<file path="src/rtl/bounded_bag_with_aggregates_defines.svh">
// assertion macros for the top-level rtl
`ifndef BOUNDED_BAG_WITH_AGGREGATES_DEFINES_SVH
`define BOUNDED_BAG_WITH_AGGREGATES_DEFINES_SVH

// check that cons holds in the same cycle as ante
`define BBAG_ASSERT_SAME(label, clk, rst, ante, cons, msg) \
  label: assert property (@(posedge clk) disable iff (rst) (ante) |-> (cons)) \
    else $error(msg);

// check that cons holds in the cycle after ante
`define BBAG_ASSERT_NEXT(label, clk, rst, ante, cons, msg) \
  label: assert property (@(posedge clk) disable iff (rst) (ante) |=> (cons)) \
    else $error(msg);

`endif

</file>
<file path="src/rtl/bbag_pkg.sv">
package bbag_pkg;

  // sizes fixed by the item fields
  localparam int DEPTH_DEF = 16;
  localparam int CAP_W     = 5;
  localparam logic [CAP_W-1:0] CAP_RESET = 5'd5;
  localparam int VAL_W     = 32;
  localparam int SUM_W     = 36;
  localparam int CNT_OUT_W = 5;
  localparam int OUT_PAD_W = 7;
  localparam int OUT_W     = CNT_OUT_W + 2 * VAL_W + SUM_W + OUT_PAD_W;
  localparam logic signed [VAL_W-1:0] ENTRY_RESET = 32'sd1;

  // sequencer steps
  typedef enum logic [3:0] {
    S_IDLE,
    S_DISPATCH,
    S_ADD,
    S_DEL_CHK,
    S_DEL_CMP,
    S_DEL_MOVE,
    S_DEL_CLR,
    S_AGG_INIT,
    S_AGG_RUN,
    S_AGG_DRAIN,
    S_DONE
  } step_t;

  // jump conditions
  typedef enum logic [2:0] {
    C_NEVER,
    C_ALWAYS,
    C_ACCEPT,
    C_OP_DEL,
    C_IDX_PAST,
    C_NO_MATCH,
    C_MORE,
    C_OUT_FREE
  } cond_t;

  // memory write select
  typedef enum logic [1:0] {
    WR_NONE,
    WR_ADD,
    WR_MOVE,
    WR_CLEAR
  } wr_sel_t;

  // index register operation
  typedef enum logic [1:0] {
    IDX_KEEP,
    IDX_CLR,
    IDX_INC,
    IDX_INC_NM
  } idx_op_t;

  typedef struct packed {
    cond_t cond;
    step_t target;
    logic  stay;
    logic  take_in;
    logic  emit;
  } seq_ctrl_t;

  typedef struct packed {
    wr_sel_t wr;
    idx_op_t idx_op;
    logic    rd_last;
    logic    agg_clr;
    logic    agg_issue;
  } dp_ctrl_t;

  typedef struct packed {
    seq_ctrl_t seq;
    dp_ctrl_t  dp;
  } ucode_t;

  typedef struct packed {
    logic op_del;
    logic idx_past;
    logic match;
    logic more;
  } dp_stat_t;

  // control store: one word per step
  function automatic ucode_t ucode_rom(step_t s);
    ucode_t w;
    case (s)
      S_IDLE:      w = '{'{C_ACCEPT,   S_DISPATCH,  1'b1, 1'b1, 1'b0},
                         '{WR_NONE,  IDX_CLR,    1'b0, 1'b0, 1'b0}};
      S_DISPATCH:  w = '{'{C_OP_DEL,   S_DEL_CHK,   1'b0, 1'b0, 1'b0},
                         '{WR_NONE,  IDX_KEEP,   1'b0, 1'b0, 1'b0}};
      S_ADD:       w = '{'{C_ALWAYS,   S_AGG_INIT,  1'b0, 1'b0, 1'b0},
                         '{WR_ADD,   IDX_KEEP,   1'b0, 1'b0, 1'b0}};
      S_DEL_CHK:   w = '{'{C_IDX_PAST, S_AGG_INIT,  1'b0, 1'b0, 1'b0},
                         '{WR_NONE,  IDX_KEEP,   1'b0, 1'b0, 1'b0}};
      S_DEL_CMP:   w = '{'{C_NO_MATCH, S_DEL_CHK,   1'b0, 1'b0, 1'b0},
                         '{WR_NONE,  IDX_INC_NM, 1'b1, 1'b0, 1'b0}};
      S_DEL_MOVE:  w = '{'{C_NEVER,    S_IDLE,      1'b0, 1'b0, 1'b0},
                         '{WR_MOVE,  IDX_KEEP,   1'b0, 1'b0, 1'b0}};
      S_DEL_CLR:   w = '{'{C_ALWAYS,   S_DEL_CHK,   1'b0, 1'b0, 1'b0},
                         '{WR_CLEAR, IDX_KEEP,   1'b0, 1'b0, 1'b0}};
      S_AGG_INIT:  w = '{'{C_NEVER,    S_IDLE,      1'b0, 1'b0, 1'b0},
                         '{WR_NONE,  IDX_CLR,    1'b0, 1'b1, 1'b0}};
      S_AGG_RUN:   w = '{'{C_MORE,     S_AGG_RUN,   1'b0, 1'b0, 1'b0},
                         '{WR_NONE,  IDX_INC,    1'b0, 1'b0, 1'b1}};
      S_AGG_DRAIN: w = '{'{C_NEVER,    S_IDLE,      1'b0, 1'b0, 1'b0},
                         '{WR_NONE,  IDX_KEEP,   1'b0, 1'b0, 1'b0}};
      S_DONE:      w = '{'{C_OUT_FREE, S_IDLE,      1'b1, 1'b0, 1'b1},
                         '{WR_NONE,  IDX_KEEP,   1'b0, 1'b0, 1'b0}};
      default:     w = '{'{C_ALWAYS,   S_IDLE,      1'b0, 1'b0, 1'b0},
                         '{WR_NONE,  IDX_KEEP,   1'b0, 1'b0, 1'b0}};
    endcase
    return w;
  endfunction

endpackage

</file>
<file path="src/rtl/bbag_datapath.sv">
module bbag_datapath #(
  parameter int DEPTH = bbag_pkg::DEPTH_DEF
) (
  input  logic                                 clk,
  input  logic                                 rst,
  input  bbag_pkg::dp_ctrl_t                   ctrl,
  input  logic                                 in_load,
  input  logic                                 in_op,
  input  logic signed [bbag_pkg::VAL_W-1:0]    in_value,
  input  logic [bbag_pkg::CAP_W-1:0]           capacity,
  output bbag_pkg::dp_stat_t                   stat,
  output logic [bbag_pkg::CNT_OUT_W-1:0]       entry_count,
  output logic signed [bbag_pkg::VAL_W-1:0]    largest,
  output logic signed [bbag_pkg::VAL_W-1:0]    smallest,
  output logic signed [bbag_pkg::SUM_W-1:0]    total,
  output logic                                 add_dropped
);

  localparam int AW = $clog2(DEPTH);
  localparam int CW = $clog2(DEPTH + 1);
  localparam int KW = (CW > bbag_pkg::CAP_W) ? CW : bbag_pkg::CAP_W;
  localparam int VW = bbag_pkg::VAL_W;
  localparam int SW = bbag_pkg::SUM_W;

  logic signed [VW-1:0] mem [DEPTH];
  logic signed [VW-1:0] rdata;

  logic [CW-1:0]        cnt;
  logic [CW-1:0]        idx;
  logic                 op;
  logic signed [VW-1:0] val;
  logic                 dropped;
  logic signed [VW-1:0] hi;
  logic signed [VW-1:0] lo;
  logic signed [SW-1:0] sum;
  logic                 first;
  logic                 pend;

  logic [CW-1:0]        last_full;
  logic [AW-1:0]        last_addr;
  logic [AW-1:0]        rd_addr;
  logic [CW:0]          idx_p1;
  logic [KW-1:0]        cnt_w;
  logic                 room;
  logic                 match;
  logic                 idx_past;
  logic                 wr_en;
  logic [AW-1:0]        wr_addr;
  logic signed [VW-1:0] wr_data;

  // address and compare logic
  assign last_full = cnt - CW'(1);
  assign last_addr = last_full[AW-1:0];
  assign rd_addr   = ctrl.rd_last ? last_addr : idx[AW-1:0];
  assign idx_p1    = {1'b0, idx} + (CW + 1)'(1);
  assign cnt_w     = KW'(cnt);
  assign room      = (cnt_w < KW'(capacity)) && (cnt != CW'(DEPTH));
  assign match     = (rdata == val);
  assign idx_past  = (idx >= cnt);

  assign stat.op_del   = op;
  assign stat.idx_past = idx_past;
  assign stat.match    = match;
  assign stat.more     = (idx_p1 < {1'b0, cnt});

  // memory write port select
  always_comb begin
    wr_en   = 1'b0;
    wr_addr = idx[AW-1:0];
    wr_data = rdata;
    case (ctrl.wr)
      bbag_pkg::WR_ADD: begin
        wr_en   = room;
        wr_addr = cnt[AW-1:0];
        wr_data = val;
      end
      bbag_pkg::WR_MOVE: begin
        wr_en   = 1'b1;
        wr_addr = idx[AW-1:0];
        wr_data = rdata;
      end
      bbag_pkg::WR_CLEAR: begin
        wr_en   = 1'b1;
        wr_addr = last_addr;
        wr_data = bbag_pkg::ENTRY_RESET;
      end
      default: begin
        wr_en = 1'b0;
      end
    endcase
  end

  // entry storage with registered read
  always_ff @(posedge clk) begin
    if (wr_en) begin
      mem[wr_addr] <= wr_data;
    end
    rdata <= mem[rd_addr];
  end

  // count, index and aggregate control
  always_ff @(posedge clk) begin
    if (rst) begin
      cnt   <= '0;
      idx   <= '0;
      pend  <= 1'b0;
      first <= 1'b1;
    end else begin
      if (ctrl.wr == bbag_pkg::WR_ADD && room) begin
        cnt <= cnt + CW'(1);
      end else if (ctrl.wr == bbag_pkg::WR_CLEAR) begin
        cnt <= last_full;
      end
      case (ctrl.idx_op)
        bbag_pkg::IDX_CLR:    idx <= '0;
        bbag_pkg::IDX_INC:    idx <= idx_p1[CW-1:0];
        bbag_pkg::IDX_INC_NM: idx <= match ? idx : idx_p1[CW-1:0];
        default:              idx <= idx;
      endcase
      if (ctrl.agg_clr) begin
        pend  <= 1'b0;
        first <= 1'b1;
      end else begin
        pend <= ctrl.agg_issue && !idx_past;
        if (pend) begin
          first <= 1'b0;
        end
      end
    end
  end

  // item payload and aggregates
  always_ff @(posedge clk) begin
    if (in_load) begin
      op      <= in_op;
      val     <= in_value;
      dropped <= 1'b0;
    end else if (ctrl.wr == bbag_pkg::WR_ADD) begin
      dropped <= !room;
    end
    if (ctrl.agg_clr) begin
      hi  <= bbag_pkg::ENTRY_RESET;
      lo  <= bbag_pkg::ENTRY_RESET;
      sum <= '0;
    end else if (pend) begin
      if (first) begin
        hi <= rdata;
        lo <= rdata;
      end else begin
        if (rdata > hi) begin
          hi <= rdata;
        end
        if (rdata < lo) begin
          lo <= rdata;
        end
      end
      sum <= sum + {{(SW - VW){rdata[VW-1]}}, rdata};
    end
  end

  assign entry_count = cnt_w[bbag_pkg::CNT_OUT_W-1:0];
  assign largest     = hi;
  assign smallest    = lo;
  assign total       = sum;
  assign add_dropped = dropped;

endmodule

</file>
<file path="src/rtl/bounded_bag_with_aggregates.sv">
// Unordered bag of signed 32-bit values, holding at most min(capacity, DEPTH)
// entries. Each input item adds s_tdata (s_tuser = 0; dropped and flagged when
// the bag is full) or deletes every entry equal to s_tdata (s_tuser = 1), by
// moving the last entry into each freed slot. One result follows every item
// with the count, largest, smallest and 36-bit sum; an empty bag reports 1 as
// largest and smallest. Items are handled one at a time by a small microcoded
// sequencer over a single-port-write, one-read entry memory, so the entry
// memory port sets the rate. The aggregate scan runs also for an empty bag,
// and the next item is not taken until the result has been loaded into the
// output register. No clearing pass is needed after reset; the fill count
// tracks which entries are live. capacity may be rewritten through
// cfg_wen / cfg_wdata while the block is idle.
`include "bounded_bag_with_aggregates_defines.svh"

module bounded_bag_with_aggregates #(
  parameter int DEPTH = bbag_pkg::DEPTH_DEF
) (
  input  logic                            clk,
  input  logic                            rst,
  input  logic                            s_tvalid,
  output logic                            s_tready,
  input  logic [bbag_pkg::VAL_W-1:0]      s_tdata,   // [31:0] value
  input  logic [0:0]                      s_tuser,   // [0] operation
  output logic                            m_tvalid,
  input  logic                            m_tready,
  // [4:0] entry_count, [36:5] largest, [68:37] smallest, [104:69] total, rest zero
  output logic [bbag_pkg::OUT_W-1:0]      m_tdata,
  output logic [0:0]                      m_tuser,   // [0] add_dropped
  input  logic                            cfg_wen,
  input  logic [bbag_pkg::CAP_W-1:0]      cfg_wdata
);

  logic [bbag_pkg::CAP_W-1:0]            capacity;
  bbag_pkg::step_t                       step;
  bbag_pkg::step_t                       step_next;
  bbag_pkg::ucode_t                      ucode;
  bbag_pkg::dp_stat_t                    stat;
  logic                                  accept;
  logic                                  out_free;
  logic                                  out_load;
  logic                                  cond_true;
  logic [bbag_pkg::CNT_OUT_W-1:0]        entry_count;
  logic signed [bbag_pkg::VAL_W-1:0]     largest;
  logic signed [bbag_pkg::VAL_W-1:0]     smallest;
  logic signed [bbag_pkg::SUM_W-1:0]     total;
  logic                                  add_dropped;

  // capacity register
  always_ff @(posedge clk) begin
    if (rst) begin
      capacity <= bbag_pkg::CAP_RESET;
    end else if (cfg_wen) begin
      capacity <= cfg_wdata;
    end
  end

  // control word of the current step
  always_comb begin
    ucode = bbag_pkg::ucode_rom(step);
  end

  assign s_tready = ucode.seq.take_in;
  assign accept   = s_tvalid && s_tready;
  assign out_free = !m_tvalid || m_tready;
  assign out_load = ucode.seq.emit && out_free;

  // jump condition select
  always_comb begin
    case (ucode.seq.cond)
      bbag_pkg::C_ALWAYS:   cond_true = 1'b1;
      bbag_pkg::C_ACCEPT:   cond_true = accept;
      bbag_pkg::C_OP_DEL:   cond_true = stat.op_del;
      bbag_pkg::C_IDX_PAST: cond_true = stat.idx_past;
      bbag_pkg::C_NO_MATCH: cond_true = !stat.match;
      bbag_pkg::C_MORE:     cond_true = stat.more;
      bbag_pkg::C_OUT_FREE: cond_true = out_free;
      default:              cond_true = 1'b0;
    endcase
  end

  // next step
  always_comb begin
    if (cond_true) begin
      step_next = ucode.seq.target;
    end else if (ucode.seq.stay) begin
      step_next = step;
    end else begin
      step_next = bbag_pkg::step_t'(4'(step) + 4'd1);
    end
  end

  // step counter
  always_ff @(posedge clk) begin
    if (rst) begin
      step <= bbag_pkg::S_IDLE;
    end else begin
      step <= step_next;
    end
  end

  bbag_datapath #(
    .DEPTH (DEPTH)
  ) u_datapath (
    .clk         (clk),
    .rst         (rst),
    .ctrl        (ucode.dp),
    .in_load     (accept),
    .in_op       (s_tuser[0]),
    .in_value    (s_tdata),
    .capacity    (capacity),
    .stat        (stat),
    .entry_count (entry_count),
    .largest     (largest),
    .smallest    (smallest),
    .total       (total),
    .add_dropped (add_dropped)
  );

  // result register
  always_ff @(posedge clk) begin
    if (rst) begin
      m_tvalid <= 1'b0;
    end else if (out_load) begin
      m_tvalid <= 1'b1;
    end else if (m_tready) begin
      m_tvalid <= 1'b0;
    end
  end

  always_ff @(posedge clk) begin
    if (out_load) begin
      m_tdata <= {{bbag_pkg::OUT_PAD_W{1'b0}}, total, smallest, largest, entry_count};
      m_tuser <= add_dropped;
    end
  end

  // checks
  `BBAG_ASSERT_NEXT(a_one_item_at_a_time, clk, rst, accept, !s_tready, "item taken while busy")
  `BBAG_ASSERT_SAME(a_cmp_in_range, clk, rst, step == bbag_pkg::S_DEL_CMP,
                    !stat.idx_past, "compare past count")
  `BBAG_ASSERT_SAME(a_move_after_match, clk, rst, step == bbag_pkg::S_DEL_MOVE,
                    $past(stat.match), "move without match")

endmodule

</file>
<file path="config.mk">
export PLATFORM = sky130hd
export DESIGN_NAME = bounded_bag_with_aggregates
export DESIGN_NICKNAME = d
export VERILOG_FILES = /design/src/rtl/bbag_pkg.sv /design/src/rtl/bbag_datapath.sv /design/src/rtl/bounded_bag_with_aggregates.sv
export VERILOG_INCLUDE_DIRS = /design/src /design/src/rtl
export SDC_FILE = /design/constraint.sdc
export NUM_CORES = 1
export LEC_CHECK = 0
export BUFFER_PORTS_ARGS = -buffer_cell sky130_fd_sc_hd__buf_2
export CORE_ASPECT_RATIO = 0.6
export CORE_MARGIN = 4
export CORE_UTILIZATION = 25
export DETAILED_ROUTE_END_ITERATION = 10
export GPL_TIMING_DRIVEN = 0
export HOLD_SLACK_MARGIN = 0.15
export PLACE_DENSITY_LB_ADDON = 0.3
export SYNTH_ARGS = -nofsm -noshare
export SYNTH_HDL_FRONTEND = slang
export SYNTH_HIERARCHICAL = 1
export SYNTH_SLANG_ARGS = --single-unit
</file>
<file path="constraint.sdc">
create_clock -name clk -period 25.7 [get_ports clk]
set_input_delay 0 -clock clk [delete_from_list [all_inputs] [get_ports clk]]
set_output_delay 0 -clock clk [all_outputs]
set_load 0.02 [all_outputs]
</file>
==> qor_table.md <==
| Step | Parameter | This run |
|---|---|---|
| sta | Clock period minus worst slack | 5000 ps |
| worst setup path | Category of the critical setup timing path | reg -> reg |
| clock network | Clock insertion delay at the later pin of the skew report | 670 ps |
| worst hold path | Hold endpoint | u_datapath/first$_SDFFE_PP1P_ |
| power and ir drop | Sw Pwr | 1.70 mW |
| run status | Result of the run | completed |
| clock network | Post-CTS Repair Setup Buffers | 0 |
| sta | Final Hold Fails | 0 |
| power and ir drop | Total internal power | 2.92 mW |
| grt | Number of global-route vias before repair | 22300 |
| place | Total of buffers placed on input and output ports | 149 |
| synth | Sequential area share after synthesis | 65.4% |
| worst setup path | Destination of the worst register-to-register timing path | u_datapath/rdata[3]$_DFF_P_ |
| worst setup path | CP arrival | 5580 ps |
| detailed routing | Count of TritonRoute iterations in the first routing pass | 5 |
| grt | Total grt overflow | 0 |
| detailed routing | Vias per cell | 4.74 |
| detailed routing | Detailed Route Iter0 Violations | 2724 |
| detailed routing | Antenna violation net count after detailed routing | 0 |
| worst setup path | Flop-to-flop setup slack | 20700 ps |
| detailed routing | DRC violations left | 0 |
| synth | Synth Area per Inst | 12.8 sq um |
| place | Half-perimeter wire length after placement | 82900 um |
| worst setup path | Depth of the worst register-to-register path | 10 |
| sta | Final setup skew | 32.1 ps |
| sta | Final setup violation count | 0 |
| power and ir drop | Fraction of power consumed by combinational cells | 31.2% |
| power and ir drop | Power per cell area | 109 nW/um^2 |
| worst setup path | Sum of buffers and inverters on the critical path | 4 |
| place | Setup WS pre-CTS | 20860 ps |
| synth | Synth warn | 6 |
| die | Area of the core | 139000 sq um |
| clock network | CTS H-tree depth | 3 |
| layout | Final Net Count | 3250 |
| synth | Number of standard cells after synthesis | 2740 |
| clock network | Clock input transition at the sequential cells of the worst setup and hold paths | 70 ps |
| die | Ports placed on the boundary | 158 |
| detailed routing | Overall via count from detail_route | 23900 |
| clock network | Cell chosen for the clock root | clkbuf_16 |
| clock network | Number of clock buffers inserted by TritonCTS | 76 |
| synth | Share of flip-flops with an asynchronous set or reset | 0% |
| layout | Final Instance Count excl. Fillers | 5040 |
| place | Weighted congestion reported at the end of routability-driven placement | 0.851 |
| layout | Multi-input combinational cell area | 11300 sq um |
| worst setup path | Most repeated library cell on the critical path | clkbuf_1 |
| worst setup path | Timing startpoint of the critical path | u_datapath/entry_count[0]$_SDFFE_PP0P_ |
| grt | Antenna violations before repair | 4 |
| power and ir drop | Peak supply drop | 0.0501 mV |
| layout | Synth-to-Final Area Change | 20.6% |
| die | Row count | 106 |
| worst setup path | Worst setup SP type | register |
| place | Number of cells after detailed placement | 4807 |
| layout | Fraction of layout cells with a size suffix above 1 | 11.7% |
| sta | Max-slew headroom at the worst pin | 9.91% |
| sta | Unrepaired setup endpoints after global routing | no |
| synth | Number of flip-flops and latches in the synthesized netlist | 822 |
| worst setup path | Type of element capturing the critical path | register |
| synth | Unique masters post-synth | 83 |
| sta | Max-slew violation total from the final report | 0 |
| clock network | Buffers from clock root to sink, at most | 3 |
| clock network | Clock tree sinks | 822 |
| clock network | Clock tree from TritonCTS | done |
| synth | Largest area contributor in the synthesized netlist | edfxtp_1 |
| grt | Total global-route track usage | 14.9% |
| worst setup path | Gate family responsible for the most delay along the worst path | buffers and inverters |
| worst setup path | Cell type of the slowest stage on the worst timing path | clkbuf_1 |
| clock network | Post-CTS sizing | 0 |
| worst setup path | CP Data Required Time | 26280 ps |
| die | Die Outline Area | 147000 sq um |
| power and ir drop | Net Sw Frac | 36.8% |
| detailed routing | Overall routed net length | 112000 um |
| flow run | Max-Cap Viols | 0 |
| die | Starting density of the core | 25.2% |
| power and ir drop | Cell leakage power | 14.8 nW |
| sta | Final-layout setup total negative slack | 0 ps |
| clock network | Hold-fix buffers, CTS | 89 |
| worst setup path | R2R Path Start | u_datapath/entry_count[0]$_SDFFE_PP0P_ |
| synth | Proportion of netlist area held by the largest area contributor | 55.7% |
| synth | Commonest register cell after synthesis | edfxtp_1 |
| synth | Top area cells in the synthesized netlist | edfxtp_1 (56%), dfxtp_1 (9.8%), ha_1 (4.3%) |
| worst setup path | Delay contributed by the slowest stage of the critical path | 730 ps |
| sta | Highest clock frequency the design can meet | 200 MHz |
| worst hold path | Source of the worst hold timing path | rst |
| worst setup path | CP max FO | 10 |
| worst hold path | Cells on Worst Hold Path | 4 |
| power and ir drop | Part of the power in the clock network | 26.1% |
| sta | Least setup slack across all paths after layout | 20700 ps |
| die | Horizontal die dimension | 492 um |
| worst setup path | CP Cell Sequence | clkinv_1 > ha_1 > a21o_1 > clkbuf_1 > clkbuf_1 > clkbuf_1 > nand2_1 > a311oi_1 > a21oi_1 > a21oi_1 |
| synth | Cell area after synthesis | 35100 sq um |
| layout | Fill cell count | 14100 |
| worst hold path | Worst hold path class | in -> reg |
| grt | Global-route wire length before repair | 161000 um |
| sta | Crit share post-route | 19.5% |
| die | Floorplan die height | 298 um |
| power and ir drop | Sequential share of power | 42.7% |
| layout | Register area | 23000 sq um |
| synth | Post-synth EDFFs | 651 |
| sta | Worst Max-Slew Pin Slew | 1340 ps |
| grt | Pin count of the biggest net entering global routing | 29 |
| power and ir drop | Post-layout power | 4.62 mW |
| detailed routing | Average routed wire per standard cell | 22.3 um |
==> area by class of cell <==
cell class | count | area share [%]
Clock inverter | 44 | 1.17
Multi-Input combinational cell | 1665 | 26.6
Buffer | 160 | 1.54
Antenna cell | 2 | 0.0118
Inverter | 99 | 0.878
Tap cell | 1890 | 5.59
Timing Repair Buffer | 260 | 4.95
Clock buffer | 98 | 5.00
Sequential cell | 822 | 54.3
==> logic make-up (layout without fill, tap and decap cells) <==
kind of cell / after synthesis / after routing / synth area share, %
DFF: 822 / 822 / 65.4
and+or+nand+nor: 736 / 736 / 9.72
AOI/OAI and AO/OA: 617 / 617 / 12.6
buffers and inverters: 259 / 661 / 2.92
adders and majority gates: 123 / 123 / 4.41
muxes: 107 / 107 / 3.08
xor gates and xnor gates: 75 / 75 / 1.87
other: 1 / 9 / 0.0107
==> routing by layer <==
layer  track usage (%)  vias to the layer above  routed length [um]
li1                  -                    10900                   -
met1              24.5                    11900               57600
met2              19.0                      972               41800
met3              3.75                      106               11100
met4              3.14                        0                1690
met5                 0                        -                   0
==> stage by stage <==
| step | utilization, % | hold slack (ps) | instance area, sq um |
|---|---|---|---|
| detailed placement | 27.9 | 178 | 38800 |
| finish | 30.4 | 228 | 42300 |
| global placement | 27.4 | 179 | 38200 |
| CTS | 30.4 | 192 | 42300 |
| global route | 30.4 | 268 | 42300 |
| floorplan | - | 98.9 | 35100 |
==> Yosys cell counts, types with 64 or more instances <==
library cell / n
ha_1: 122
dfxtp_1: 171
a31oi_1: 73
a311oi_1: 64
nand2_1: 364
clkbuf_1: 135
a21oi_1: 128
and2_1: 132
mux2i_1: 101
a211oi_1: 168
inv_1: 97
edfxtp_1: 651
nor2_1: 126
==> how the worst max path moves through the flow <==
stage,end,slack (ps),cells after the start
after detailed placement,u_datapath/rdata[10]$_DFF_P_,20860,10
after CTS,u_datapath/rdata[10]$_DFF_P_,20840,10
final,u_datapath/rdata[3]$_DFF_P_,20700,10
after floorplan,m_tdata[0]$_DFFE_PP_,16970,1
after global placement,m_tdata[48]$_DFFE_PP_,12190,1
after global routing,u_datapath/rdata[7]$_DFF_P_,20450,10
==> state kept, by name, summed over array words and instances (netlist names) <==
name                    cells
u_datapath/total           36
step                        4
u_datapath/add_dropped      1
u_datapath/op               1
m_tuser                     1
u_datapath/idx              5
m_tvalid                    1
u_datapath/pend             1
u_datapath/entry_count      5
u_datapath/smallest        32
u_datapath/first            1
u_datapath/rdata           32
m_tdata                   105
ucode                      16
u_datapath/val             32
capacity                    5
u_datapath/largest         32
u_datapath/mem            512
==> cell usage in the layout, fill, tap and decap left out, types with 29 or more instances in the layout <==
master,instances
edfxtp_1,651
and2_1,131
xor2_1,46
nor2_1,110
a31oi_1,73
a22o_1,31
a311oi_1,64
xnor2_1,29
a211oi_1,168
clkbuf_16,79
a21oi_1,128
mux2i_1,101
a21o_1,56
nand2_1,364
buf_2,159
dlygate4sd3_1,89
dfxtp_1,171
clkbuf_1,147
ha_1,122
inv_1,97
==> worst reg2reg max path, delay by kind of cell, from the launching register on <==
family	cells	cell delay, ps
buffers and inverters	4	2550
AOI/OAI and AO/OA	4	1130
adders and majority gates	1	510
DFF	1	620
and+or+nand+nor	1	120
==> power groups by stage <==
stage,logic [mW],registers [mW],clock network [mW]
6_report,1.44,1.97,1.21
5_1_grt,1.58,1.98,1.29
4_1_cts,1.42,1.97,1.24
3_5_place_dp,1.40,2.00,0
3_3_place_gp,1.36,2.01,0
2_1_floorplan,0.904,1.90,0
(Power assumes the default switching activity.)
